===== src/design/dfbc_pkg.sv =====
// ----------------------------------------------------------------------------
// dfbc_pkg
// Shared constants and types for the duplex frame builder and checker.
// ----------------------------------------------------------------------------
package dfbc_pkg;

  localparam int unsigned HDR_BYTES = 9;
  localparam int unsigned SUM_SPAN  = 8;
  localparam int unsigned LEN_W     = 16;
  localparam int unsigned CAP_W     = 7;
  localparam int unsigned BYTE_W    = 8;

  localparam logic [BYTE_W-1:0] FRAME_MAGIC = 8'hA5;
  localparam logic [CAP_W-1:0]  CAP_RESET   = 7'd64;

  // configuration register indexes
  localparam logic CFG_RX_CAPACITY = 1'b0;
  localparam logic CFG_POLL_TYPE   = 1'b1;

  // per-beat slot decode handed to the receive checker
  typedef struct packed {
    logic active;      // slot belongs to a frame
    logic update;      // beat is accepted this cycle
    logic restart;     // a new frame starts in this slot
    logic sum_span;    // slot lies in bytes covered by the checksum
    logic slot_magic;
    logic slot_type;
    logic slot_len_lo;
    logic slot_len_hi;
    logic slot_check;
    logic slot_last;
  } slot_ctl_t;

  typedef struct packed {
    logic              pvalid;
    logic [BYTE_W-1:0] pbyte;
    logic              ok;
    logic [BYTE_W-1:0] rtype;
    logic [CAP_W-1:0]  rlen;
  } rx_res_t;

endpackage


===== src/design/duplex_frame_builder_checker_top.sv =====
// ----------------------------------------------------------------------------
// duplex_frame_builder_checker_top
// Full-duplex fixed-length frame engine, one byte slot per beat.
// ----------------------------------------------------------------------------
// a result beat is registered and appears in the cycle after its input beat is accepted
// throughput: one beat per cycle while out_ready_i does not stall the single output register stage
// the input side stays ready while the output register is empty or drained
// reset: no frame active, capacity 64, poll type 0, output register empty
// ----------------------------------------------------------------------------
module duplex_frame_builder_checker_top #(
  parameter int unsigned PAYLOAD_BYTES = 64
) (
  input  logic        clk_i,
  input  logic        rst_ni,

  input  logic        cfg_we_i,
  input  logic        cfg_idx_i,
  input  logic [7:0]  cfg_data_i,

  input  logic        in_valid_i,
  output logic        in_ready_o,
  input  logic        frame_start_i,
  input  logic [7:0]  tx_type_i,
  input  logic [31:0] sequence_req_i,
  input  logic [15:0] tx_length_i,
  input  logic [7:0]  tx_payload_byte_i,
  input  logic [7:0]  rx_byte_i,

  output logic        out_valid_o,
  input  logic        out_ready_i,
  output logic [7:0]  tx_byte_o,
  output logic [7:0]  rx_payload_byte_o,
  output logic        rx_payload_valid_o,
  output logic        frame_done_o,
  output logic        rx_ok_o,
  output logic [7:0]  rx_type_o,
  output logic [6:0]  rx_length_o,
  output logic        tx_rejected_o
);

  localparam int unsigned SLOT_W = $clog2(PAYLOAD_BYTES + dfbc_pkg::HDR_BYTES);
  localparam int unsigned PIDX_W = $clog2(PAYLOAD_BYTES + 1);
  localparam int unsigned LAST_SLOT = PAYLOAD_BYTES + dfbc_pkg::HDR_BYTES - 1;

  // configuration
  logic [dfbc_pkg::CAP_W-1:0]  rx_capacity_q;
  logic [dfbc_pkg::BYTE_W-1:0] poll_type_q;

  // frame state
  logic                        active_q;
  logic [SLOT_W-1:0]           slot_q;
  logic [7:0]                  held_type_q;
  logic [31:0]                 held_seq_q;
  logic [PIDX_W-1:0]           held_len_q;
  logic [7:0]                  tx_sum_q;

  // output register
  logic                        out_valid_q;
  logic [7:0]                  tx_byte_q;
  logic [7:0]                  rx_pbyte_q;
  logic                        rx_pvalid_q;
  logic                        frame_done_q;
  logic                        rx_ok_q;
  logic [7:0]                  rx_type_q;
  logic [6:0]                  rx_length_q;
  logic                        tx_rejected_q;

  logic                        accept;
  logic                        rejected;
  logic                        restart;
  logic                        active_eff;
  logic [SLOT_W-1:0]           slot_eff;
  logic [SLOT_W-1:0]           pay_full;
  logic [PIDX_W-1:0]           pay_idx;
  logic                        in_header;
  logic                        slot_last;
  logic [7:0]                  tx_sum_eff;
  logic [15:0]                 len16;
  logic [7:0]                  hdr_byte;
  logic [7:0]                  tx_byte_c;
  dfbc_pkg::slot_ctl_t         ctl;
  dfbc_pkg::rx_res_t           rx_res;

  assign in_ready_o = ~out_valid_q | out_ready_i;
  assign accept     = in_valid_i & in_ready_o;

  assign rejected   = frame_start_i &&
                      (tx_length_i > dfbc_pkg::LEN_W'(PAYLOAD_BYTES));
  assign restart    = frame_start_i & ~rejected;
  assign active_eff = restart | (~frame_start_i & active_q);
  assign slot_eff   = restart ? '0 : slot_q;
  assign pay_full   = slot_eff - SLOT_W'(dfbc_pkg::HDR_BYTES);
  assign pay_idx    = pay_full[PIDX_W-1:0];
  assign in_header  = slot_eff < SLOT_W'(dfbc_pkg::HDR_BYTES);
  assign slot_last  = slot_eff == SLOT_W'(LAST_SLOT);
  assign tx_sum_eff = restart ? '0 : tx_sum_q;
  assign len16      = dfbc_pkg::LEN_W'(held_len_q);

  always_comb begin
    ctl             = '0;
    ctl.active      = active_eff;
    ctl.update      = accept;
    ctl.restart     = restart;
    ctl.sum_span    = slot_eff < SLOT_W'(dfbc_pkg::SUM_SPAN);
    ctl.slot_magic  = slot_eff == SLOT_W'(0);
    ctl.slot_type   = slot_eff == SLOT_W'(1);
    ctl.slot_len_lo = slot_eff == SLOT_W'(6);
    ctl.slot_len_hi = slot_eff == SLOT_W'(7);
    ctl.slot_check  = slot_eff == SLOT_W'(dfbc_pkg::SUM_SPAN);
    ctl.slot_last   = slot_last;
  end

  // header byte by slot, sequence and length little-endian
  always_comb begin
    case (slot_eff[3:0])
      4'd0:    hdr_byte = dfbc_pkg::FRAME_MAGIC;
      4'd1:    hdr_byte = held_type_q;
      4'd2:    hdr_byte = held_seq_q[7:0];
      4'd3:    hdr_byte = held_seq_q[15:8];
      4'd4:    hdr_byte = held_seq_q[23:16];
      4'd5:    hdr_byte = held_seq_q[31:24];
      4'd6:    hdr_byte = len16[7:0];
      4'd7:    hdr_byte = len16[15:8];
      default: hdr_byte = tx_sum_q;
    endcase
  end

  always_comb begin
    tx_byte_c = '0;
    if (active_eff) begin
      if (in_header) begin
        tx_byte_c = hdr_byte;
      end else if (pay_idx < held_len_q) begin
        tx_byte_c = tx_payload_byte_i;
      end
    end
  end

  dfbc_rx_check #(
    .PAYLOAD_BYTES (PAYLOAD_BYTES),
    .PIDX_W        (PIDX_W)
  ) u_rx_check (
    .clk_i         (clk_i),
    .rst_ni        (rst_ni),
    .ctl_i         (ctl),
    .pay_idx_i     (pay_idx),
    .rx_byte_i     (rx_byte_i),
    .rx_capacity_i (rx_capacity_q),
    .poll_type_i   (poll_type_q),
    .res_o         (rx_res)
  );

  always_ff @(posedge clk_i or negedge rst_ni) begin
    if (!rst_ni) begin
      rx_capacity_q <= dfbc_pkg::CAP_RESET;
      poll_type_q   <= '0;
    end else if (cfg_we_i) begin
      case (cfg_idx_i)
        dfbc_pkg::CFG_RX_CAPACITY: rx_capacity_q <= cfg_data_i[dfbc_pkg::CAP_W-1:0];
        dfbc_pkg::CFG_POLL_TYPE:   poll_type_q   <= cfg_data_i;
        default:                   poll_type_q   <= poll_type_q;
      endcase
    end
  end

  always_ff @(posedge clk_i or negedge rst_ni) begin
    if (!rst_ni) begin
      active_q    <= 1'b0;
      slot_q      <= '0;
      held_type_q <= '0;
      held_seq_q  <= '0;
      held_len_q  <= '0;
      tx_sum_q    <= '0;
    end else if (accept) begin
      active_q <= active_eff & ~slot_last;
      slot_q   <= (active_eff && !slot_last) ? slot_eff + SLOT_W'(1) : '0;
      if (restart) begin
        held_type_q <= tx_type_i;
        held_seq_q  <= sequence_req_i;
        held_len_q  <= tx_length_i[PIDX_W-1:0];
      end
      if (active_eff && ctl.sum_span) begin
        tx_sum_q <= tx_sum_eff + tx_byte_c;
      end
    end
  end

  always_ff @(posedge clk_i or negedge rst_ni) begin
    if (!rst_ni) begin
      out_valid_q   <= 1'b0;
      tx_byte_q     <= '0;
      rx_pbyte_q    <= '0;
      rx_pvalid_q   <= 1'b0;
      frame_done_q  <= 1'b0;
      rx_ok_q       <= 1'b0;
      rx_type_q     <= '0;
      rx_length_q   <= '0;
      tx_rejected_q <= 1'b0;
    end else if (accept) begin
      out_valid_q   <= 1'b1;
      tx_byte_q     <= tx_byte_c;
      rx_pbyte_q    <= rx_res.pbyte;
      rx_pvalid_q   <= rx_res.pvalid;
      frame_done_q  <= active_eff & slot_last;
      rx_ok_q       <= rx_res.ok;
      rx_type_q     <= rx_res.rtype;
      rx_length_q   <= rx_res.rlen;
      tx_rejected_q <= rejected;
    end else if (out_ready_i) begin
      out_valid_q <= 1'b0;
    end
  end

  assign out_valid_o        = out_valid_q;
  assign tx_byte_o          = tx_byte_q;
  assign rx_payload_byte_o  = rx_pbyte_q;
  assign rx_payload_valid_o = rx_pvalid_q;
  assign frame_done_o       = frame_done_q;
  assign rx_ok_o            = rx_ok_q;
  assign rx_type_o          = rx_type_q;
  assign rx_length_o        = rx_length_q;
  assign tx_rejected_o      = tx_rejected_q;

  // a rejected start leaves no frame running
  assert property (@(posedge clk_i) disable iff (!rst_ni)
    accept && rejected |=> !active_q)
    else $error("rejected start left a frame active");

  // slot counter rests at zero between frames
  assert property (@(posedge clk_i) disable iff (!rst_ni)
    !active_q |-> slot_q == '0)
    else $error("slot counter not cleared while idle");

  // verdict fields only on the last slot
  assert property (@(posedge clk_i) disable iff (!rst_ni)
    (rx_ok_q || rx_length_q != '0) |-> frame_done_q)
    else $error("verdict outside frame end");

  // a rejected beat carries nothing else
  assert property (@(posedge clk_i) disable iff (!rst_ni)
    tx_rejected_q |-> (tx_byte_q == '0 && !frame_done_q && !rx_pvalid_q))
    else $error("rejected beat with frame output");

  // the frame ends after its last slot is accepted
  assert property (@(posedge clk_i) disable iff (!rst_ni)
    accept && active_eff && slot_last |=> !active_q)
    else $error("frame still active after its last slot");

endmodule


===== src/design/dfbc_rx_check.sv =====
// ----------------------------------------------------------------------------
// dfbc_rx_check
// Receive side: collects header fields, checks magic, checksum and length,
// passes payload bytes up to capacity and forms the frame verdict.
// ----------------------------------------------------------------------------
module dfbc_rx_check #(
  parameter int unsigned PAYLOAD_BYTES = 64,
  parameter int unsigned PIDX_W        = $clog2(PAYLOAD_BYTES + 1)
) (
  input  logic                           clk_i,
  input  logic                           rst_ni,
  input  dfbc_pkg::slot_ctl_t            ctl_i,
  input  logic [PIDX_W-1:0]              pay_idx_i,
  input  logic [dfbc_pkg::BYTE_W-1:0]    rx_byte_i,
  input  logic [dfbc_pkg::CAP_W-1:0]     rx_capacity_i,
  input  logic [dfbc_pkg::BYTE_W-1:0]    poll_type_i,
  output dfbc_pkg::rx_res_t              res_o
);

  logic [dfbc_pkg::BYTE_W-1:0] sum_q;
  logic                        magic_q;
  logic [dfbc_pkg::BYTE_W-1:0] type_q;
  logic [dfbc_pkg::LEN_W-1:0]  len_q;
  logic                        good_q;

  logic [dfbc_pkg::BYTE_W-1:0] sum_eff;
  logic [dfbc_pkg::LEN_W-1:0]  len_eff;
  logic                        good_eff;
  logic [dfbc_pkg::CAP_W-1:0]  pass_cnt;
  logic                        upd;
  logic                        in_payload;

  assign upd      = ctl_i.update & ctl_i.active;
  assign sum_eff  = ctl_i.restart ? '0 : sum_q;
  assign len_eff  = ctl_i.restart ? '0 : len_q;
  assign good_eff = ctl_i.restart ? 1'b0 : good_q;

  // min(length, capacity) always fits the capacity width
  assign pass_cnt = (len_eff < dfbc_pkg::LEN_W'(rx_capacity_i)) ?
                    len_eff[dfbc_pkg::CAP_W-1:0] : rx_capacity_i;

  assign in_payload = ~ctl_i.sum_span & ~ctl_i.slot_check;

  always_comb begin
    res_o = '0;
    if (ctl_i.active) begin
      if (in_payload && good_eff &&
          (dfbc_pkg::LEN_W'(pay_idx_i) < dfbc_pkg::LEN_W'(pass_cnt))) begin
        res_o.pvalid = 1'b1;
        res_o.pbyte  = rx_byte_i;
      end
      if (ctl_i.slot_last) begin
        res_o.ok    = good_eff;
        res_o.rtype = good_eff ? type_q : poll_type_i;
        res_o.rlen  = good_eff ? pass_cnt : '0;
      end
    end
  end

  always_ff @(posedge clk_i or negedge rst_ni) begin
    if (!rst_ni) begin
      sum_q   <= '0;
      magic_q <= 1'b0;
      type_q  <= '0;
      len_q   <= '0;
      good_q  <= 1'b0;
    end else if (upd) begin
      if (ctl_i.restart) begin
        type_q <= '0;
        len_q  <= '0;
        good_q <= 1'b0;
      end
      if (ctl_i.sum_span) begin
        sum_q <= sum_eff + rx_byte_i;
      end
      if (ctl_i.slot_magic) begin
        magic_q <= (rx_byte_i == dfbc_pkg::FRAME_MAGIC);
      end
      if (ctl_i.slot_type) begin
        type_q <= rx_byte_i;
      end
      if (ctl_i.slot_len_lo) begin
        len_q <= dfbc_pkg::LEN_W'(rx_byte_i);
      end
      if (ctl_i.slot_len_hi) begin
        len_q <= {rx_byte_i, len_eff[dfbc_pkg::BYTE_W-1:0]};
      end
      if (ctl_i.slot_check) begin
        good_q <= magic_q && (rx_byte_i == sum_q) &&
                  (len_q <= dfbc_pkg::LEN_W'(PAYLOAD_BYTES));
      end
    end
  end

endmodule

===== config.mk =====
export PLATFORM = sky130hd
export DESIGN_NAME = duplex_frame_builder_checker_top
export DESIGN_NICKNAME = d
export VERILOG_FILES = /design/src/design/dfbc_pkg.sv /design/src/design/duplex_frame_builder_checker_top.sv /design/src/design/dfbc_rx_check.sv
export SDC_FILE = /design/constraint.sdc
export NUM_CORES = 1
export LEC_CHECK = 0
export ABC_AREA = 1
export BUFFER_PORTS_ARGS = -buffer_cell sky130_fd_sc_hd__clkbuf_2
export CAP_MARGIN = 0
export CORE_UTILIZATION = 51
export CTS_CLUSTER_SIZE = 10
export DETAILED_ROUTE_END_ITERATION = 8
export GPL_TIMING_DRIVEN = 0
export PLACE_DENSITY = 0.75
export SYNTH_ARGS = -nofsm -noshare
export SYNTH_HDL_FRONTEND = slang
export SYNTH_SLANG_ARGS = --single-unit

===== constraint.sdc =====
create_clock -name clk_i -period 4.7 [get_ports clk_i]
set_clock_uncertainty 0.15 [all_clocks]
set_input_delay 0 -clock clk_i [delete_from_list [all_inputs] [get_ports clk_i]]
set_output_delay 0 -clock clk_i [all_outputs]
set_load 0.005 [all_outputs]

---- After elaboration in Yosys (flattened, before gate mapping) ----
Cells that the tools add are included.
operators by class
  add/subtract/negate cells ............... 4
  magnitude comparators ................... 7
  eq/ne operators ......................... 14
  muxes and demuxes ....................... 23
  bitwise operators ....................... 16
  reductions and logical operators ........ 19
operators by type and width
  kind                   count
  $mux W16               4
  $mux W8                8
  $pmux W8 S8            1
  $mux W7                4
  $mux W25               1
  $add A8 B8 Y8          2
  $eq A4 B3 Y1 const B   4
  $gt A16 B7 Y1 const B  1
  $le A16 B7 Y1 const B  1
  $lt A16 B7 Y1          1
  $eq A7 B3 Y1 const B   2
  $lt A7 B4 Y1 const B   2
  $lt A7 B7 Y1           2
  $reduce_and A2 Y1      7
  $mux W9                1
  $eq A4 B2 Y1 const B   2
  $eq A8 B8 Y1           1
  $eq A8 B8 Y1 const B   1
  $add A7 B1 Y7 const B  1
  $and A1 B1 Y1          7
  $eq A7 B1 Y1 const B   1
  $eq A7 B4 Y1 const B   1
  $eq A7 B7 Y1 const B   1
  $logic_and A1 B1 Y1    7
  9 further kinds        20
storage, ports and cells
  register bits ........................... 148
  input port bits ......................... 87
  output and inout bits ................... 37
  logic and storage cells ................. 105

---- Logic depth before layout (Yosys ltp) ----
  depth after elaboration ................. 12
  gate-level depth with buffers ........... 29
  gate-level depth less buffers ........... 29

---- Cells and area by module ----
From an unflattened synthesis, not the netlist that was laid out.
second synthesis, totals
  cells, all modules ...................... 1,126
  area, all modules ....................... 8,519.4 sq um
by module, submodules not included
  module                            times used  cells an instance  area an instance (sq um)  seq. area each (sq um)
  duplex_frame_builder_checker_top  1           765                5,995.8                   2,854.0
  dfbc_rx_check                     1           361                2,523.7                   850.8

---- Worst setup path after synthesis ----
No wires, ideal clock.
  kind .................................... input -> register
  start ................................... input tx_length_i[14]
  end ..................................... register tx_sum_q[7]
  library setup time ...................... 0.117 ns
  data arrival time ....................... 3.675 ns
  required time ........................... 4.433 ns
  path slack .............................. 0.757 ns
  cell stages on the path ................. 29
  path buffers ............................ 0
  cells stage by stage .................... nor2_1 > nand3_1 > nor2_4 > nand3_4 > nand2_1 > ha_1 > inv_1 > o21ai_0 > nand2_1 > xor2_1 > ha_1 > nand2_1 > nor2_1 > a211oi_1 > nand2_1 > inv_1 > nand2_1 > nand2_1 > inv_1 > nor2_1 > ha_1 > a21o_1 > a31oi_1 > o221ai_1 > xor2_1 > inv_1 > nand4_1 > nand3_1 > nand2_1
on the way
  cells in the longest elaborated chain, start to end .. 11
  elaborated cells on any way between the ends .. 26
  classes of those cells .................. 2 x add/sub; 4 x order compare; 7 x eq/ne; 6 x mux; 3 x bitwise; 4 x reduce/logical
RTL lines
  what                   RTL line                                 RTL
  start, declared        duplex_frame_builder_checker_top.sv:25   input logic [15:0] tx_length_i,
  $gt A16 B7 Y1 *        duplex_frame_builder_checker_top.sv:88   (tx_length_i > dfbc_pkg::LEN_W'(PAYLOAD_BYTES));
  $logic_and A1 B1 Y1 *  duplex_frame_builder_checker_top.sv:87   assign rejected = frame_start_i &&
  $not A1 Y1 *           duplex_frame_builder_checker_top.sv:89   assign restart = frame_start_i & ~rejected;
  $and A1 B1 Y1 *        duplex_frame_builder_checker_top.sv:89
  $mux W7                duplex_frame_builder_checker_top.sv:91   assign slot_eff = restart ? '0 : slot_q;
  $sub A7 B4 Y7          duplex_frame_builder_checker_top.sv:92   assign pay_full = slot_eff - SLOT_W'(dfbc_pkg::HDR_BYTES);
  $lt A7 B7 Y1           duplex_frame_builder_checker_top.sv:133  end else if (pay_idx < held_len_q) begin
  $mux W8                duplex_frame_builder_checker_top.sv:133
  $mux W8                duplex_frame_builder_checker_top.sv:131  if (in_header) begin
  $mux W8 *              duplex_frame_builder_checker_top.sv:130  if (active_eff) begin
  net tx_byte_c[2]       duplex_frame_builder_checker_top.sv:80   logic [7:0] tx_byte_c;
  $add A8 B8 Y8 *        duplex_frame_builder_checker_top.sv:183  tx_sum_q <= tx_sum_eff + tx_byte_c;
  end signal, assigned   duplex_frame_builder_checker_top.sv:183
  end, declared          duplex_frame_builder_checker_top.sv:55   logic [7:0] tx_sum_q;
Mark *: on every way through the listed nets, which the timed path passes. The rest lies on a longest branch.
A chain may end at the register's enable or synchronous reset.

---- Worst setup path in the final report ----
  start ................................... input frame_start_i
  end ..................................... register tx_sum_q[7]
on the way
  cells in the longest elaborated chain, start to end .. 10
  elaborated cells on any way between the ends .. 27
  classes of those cells .................. 2 x add/sub; 3 x order compare; 7 x eq/ne; 6 x mux; 5 x bitwise; 4 x reduce/logical
RTL lines
  what                 RTL line                                 RTL
  start, declared      duplex_frame_builder_checker_top.sv:22   input logic frame_start_i,
  $logic_and A1 B1 Y1  duplex_frame_builder_checker_top.sv:87
  $not A1 Y1           duplex_frame_builder_checker_top.sv:89
  $and A1 B1 Y1        duplex_frame_builder_checker_top.sv:89
  $mux W7              duplex_frame_builder_checker_top.sv:91
  $sub A7 B4 Y7        duplex_frame_builder_checker_top.sv:92
  $lt A7 B7 Y1         duplex_frame_builder_checker_top.sv:133
  $mux W8              duplex_frame_builder_checker_top.sv:133
  $mux W8              duplex_frame_builder_checker_top.sv:131
  $mux W8 *            duplex_frame_builder_checker_top.sv:130
  net tx_byte_c[2]     duplex_frame_builder_checker_top.sv:80
  $add A8 B8 Y8 *      duplex_frame_builder_checker_top.sv:183
Marked as above.

==> metrics <==
Buf+Inv Stages, Crit Path 6; share of the synthesized area in the top cell type 44.38%; post-layout min period 4234 ps; largest net degree at the start of global routing 84; asr flop ratio synth 100.0%; Top delay family on crit path simple AND/OR/NAND/NOR gates; worst min path class in2async; Syn. warnings 0; post-synthesis register bit count 148; Slowest cell on crit path dlygate4sd3_1; Register-to-Register Path Depth 24; worst-margin pin slew around 680 ps; cell area power density about 310 mW/mm2; Port Buffer Count between 100 and 150; Clk pwr share 38.1%; critical path type in2reg; number of global-route vias before repair 7935; Psw a little under 1 mW; crit share post-route between 90% and 100%; critical path data required time 4870 ps; synthesized area per cell 7.925 um2; remaining antenna violation count after routing 0; Total Die Area 0.01677 mm2; Root Buffer clkbuf_16; Critical Path Max Stage Delay 530 ps; Seq/Total Area, Yosys between 40% and 50%; LEAKAGE 5.823 nW; RD Place Congestion 0.9483; largest cells by area after synthesis dfrtp_1 44%, nand2_1 12%, inv_1 8.6%; ant diodes 0; RSZ-0062 raised after global routing false; DPL Wire Length 16.40 mm; TritonRoute pass-1 iters 8; CTS H-tree lvls 4; reg-to-reg critical path endpoint tx_sum_q[7]; number of remaining DRC errors 0; clock sink count between 100 and 150; reg2reg setup slack between 500 and 600 ps; setup_tns 0 ps; cell type with the highest aggregate area in the netlist dfrtp_1; CP most frequent cell nand2_1; CTS tree done; Synth Flop Type dfrtp_1; final WL 23.65 mm; most frequent cell after synthesis nand2_1; Cell Int Power approximately 2.4 mW; initial antenna violation count 0; DP Area a little over 0.009 mm2; Logic pwr share 19.1%; Clock transition at path regs 60 ps; Congestion Overflow GR 0; CTS buffer count 17; reg2reg start slot_q[3]; layout cells sized above 1 16.65%; max cap viols 0; filler cell count 1325; Die X roughly 130 um; Max VDD drop 0.0002689 V; wire per inst 15.75 um; Core ar. roughly 0.016 mm2; Slew Viols, Final 0; Cells after Synth 1046; Max Clk Rate 236.2 MHz; routed vias/inst between 5 and 6; Final setup viols 0; vias 7971; Final Hold Fails 27; CP Launch Type input pin; violated checks negative hold slack; clk_lat worst skew 430 ps; relative slew slack 54.50%; EDFF count, synth 0; Ports between 100 and 150; Die Y-Extent 129.5 um; Reg power frac 42.8%; Syn Nets roughly 1200; worst hold slack -26.29 ps; Arrival @ worst endpoint 4400 ps; Overall Global Routing Usage 30.27%; initial drt markers 717; global-route wire length before repair roughly 39 mm; count of different cell masters after synthesis 53; CP endpoint kind flip-flop; CP max FO 10; Synth Cell Area 0.008289 mm2; Sw Share roughly 30%; FP Rows 46; cell area after layout 0.01062 mm2; Clock Path Buffers 2; status finished, violations left; synthesis-to-finish area growth 28.09%; Pwr Total 3.336 mW; Starting Density 52.18%; NumNets Final 1398; synth cell count leaders 269 x nand2_1, 191 x inv_1, 147 x dfrtp_1
## cells in the final DEF, fill, tap and decap left out, types with 33 or more instances in the layout
master	synthesis	routed
a21oi_1	34	33
nand2_1	269	267
dlygate4sd3_1	0	82
nor2_1	42	42
nand3_1	35	35
inv_1	191	190
clkbuf_2	0	124
o21ai_0	104	103
dfrtp_1	147	147
ha_1	37	37
## through the flow
| stage | cells | setup slack, ps | utilization [%] |
|---|---|---|---|
| CTS | 1500 | 30.61 | 66.62 |
| global route | 1501 | 46.30 | 66.84 |
| finish | 1501 | 465.9 | 66.84 |
| detailed placement | 1386 | -198.2 | 57.99 |
| floorplan | 1046 | 757.2 | - |
| global placement | 1385 | -64.18 | 57.76 |
## logic make-up after synthesis
family / Yosys count / synth area share (%)
buffers and inverters: 226 / 10.57
adder cells (fa/ha/maj): 39 / 6.068
XOR/XNOR: 20 / 2.113
flip-flops: 148 / 44.69
multiplexers: 15 / 1.826
AND/OR/NAND/NOR: 386 / 19.91
AO/OA/AOI/OAI: 212 / 14.82
## metal layers
metal | track usage, % | wire (um)
met4 | 10.88 | 601
met5 | 0 | 0
met3 | 6.400 | 1512
met2 | 50.32 | 11300
met1 | 39.14 | 10230
## power by group through the flow
stage | clock (mW) | combinational (mW) | sequential, mW
3_5_place_dp | 0 | 0.569 | 1.45
5_1_grt | 1.34 | 0.737 | 1.44
2_1_floorplan | 0 | 0.395 | 1.43
6_report | 1.27 | 0.636 | 1.43
3_3_place_gp | 0 | 0.542 | 1.44
4_1_cts | 1.28 | 0.629 | 1.43
## registers in the layout, indices dropped and copies added (netlist names), 7 cells and up
name               count
held_len_q             7
rx_capacity_q          7
held_type_q            8
rx_payload_byte_o      8
held_seq_q            32
slot_q                 7
u_rx_check.type_q      8
tx_sum_q               8
u_rx_check.sum_q       8
tx_byte_o              8
u_rx_check.len_q      16
rx_type_o              8
rx_length_o            7
poll_type_q            8
## cell type report
class | instances | area [um2] | area share [%]
timing repair buffer | 207 | 1480 | 13.94
buffer | 28 | 130.1 | 1.226
sequential | 148 | 3705 | 34.89
clock inverter | 10 | 76.32 | 0.7188
multi-input combinational | 672 | 3734 | 35.16
clock buffer | 22 | 474.2 | 4.466
inverter | 198 | 748.2 | 7.047
tap | 216 | 270.3 | 2.545
## what timing repair did
item | in CTS | in global routing
setup endpoints to repair | 0 | 13
hold buffers | 82 | 0
resized for setup | 0 | 11
hold endpoints to repair | 255 | 0
setup buffers | 0 | 1
## worst max-delay path by stage
stage | from | to | cells after the start
floorplan | tx_length_i[14] | tx_sum_q[7] | 29
global placement | tx_length_i[0] | tx_sum_q[7] | 26
detailed placement | tx_length_i[0] | tx_sum_q[7] | 26
CTS | frame_start_i | tx_sum_q[7] | 24
global route | frame_start_i | tx_sum_q[7] | 28
finish | frame_start_i | tx_sum_q[7] | 28
Power figures use the tool's default switching activity.
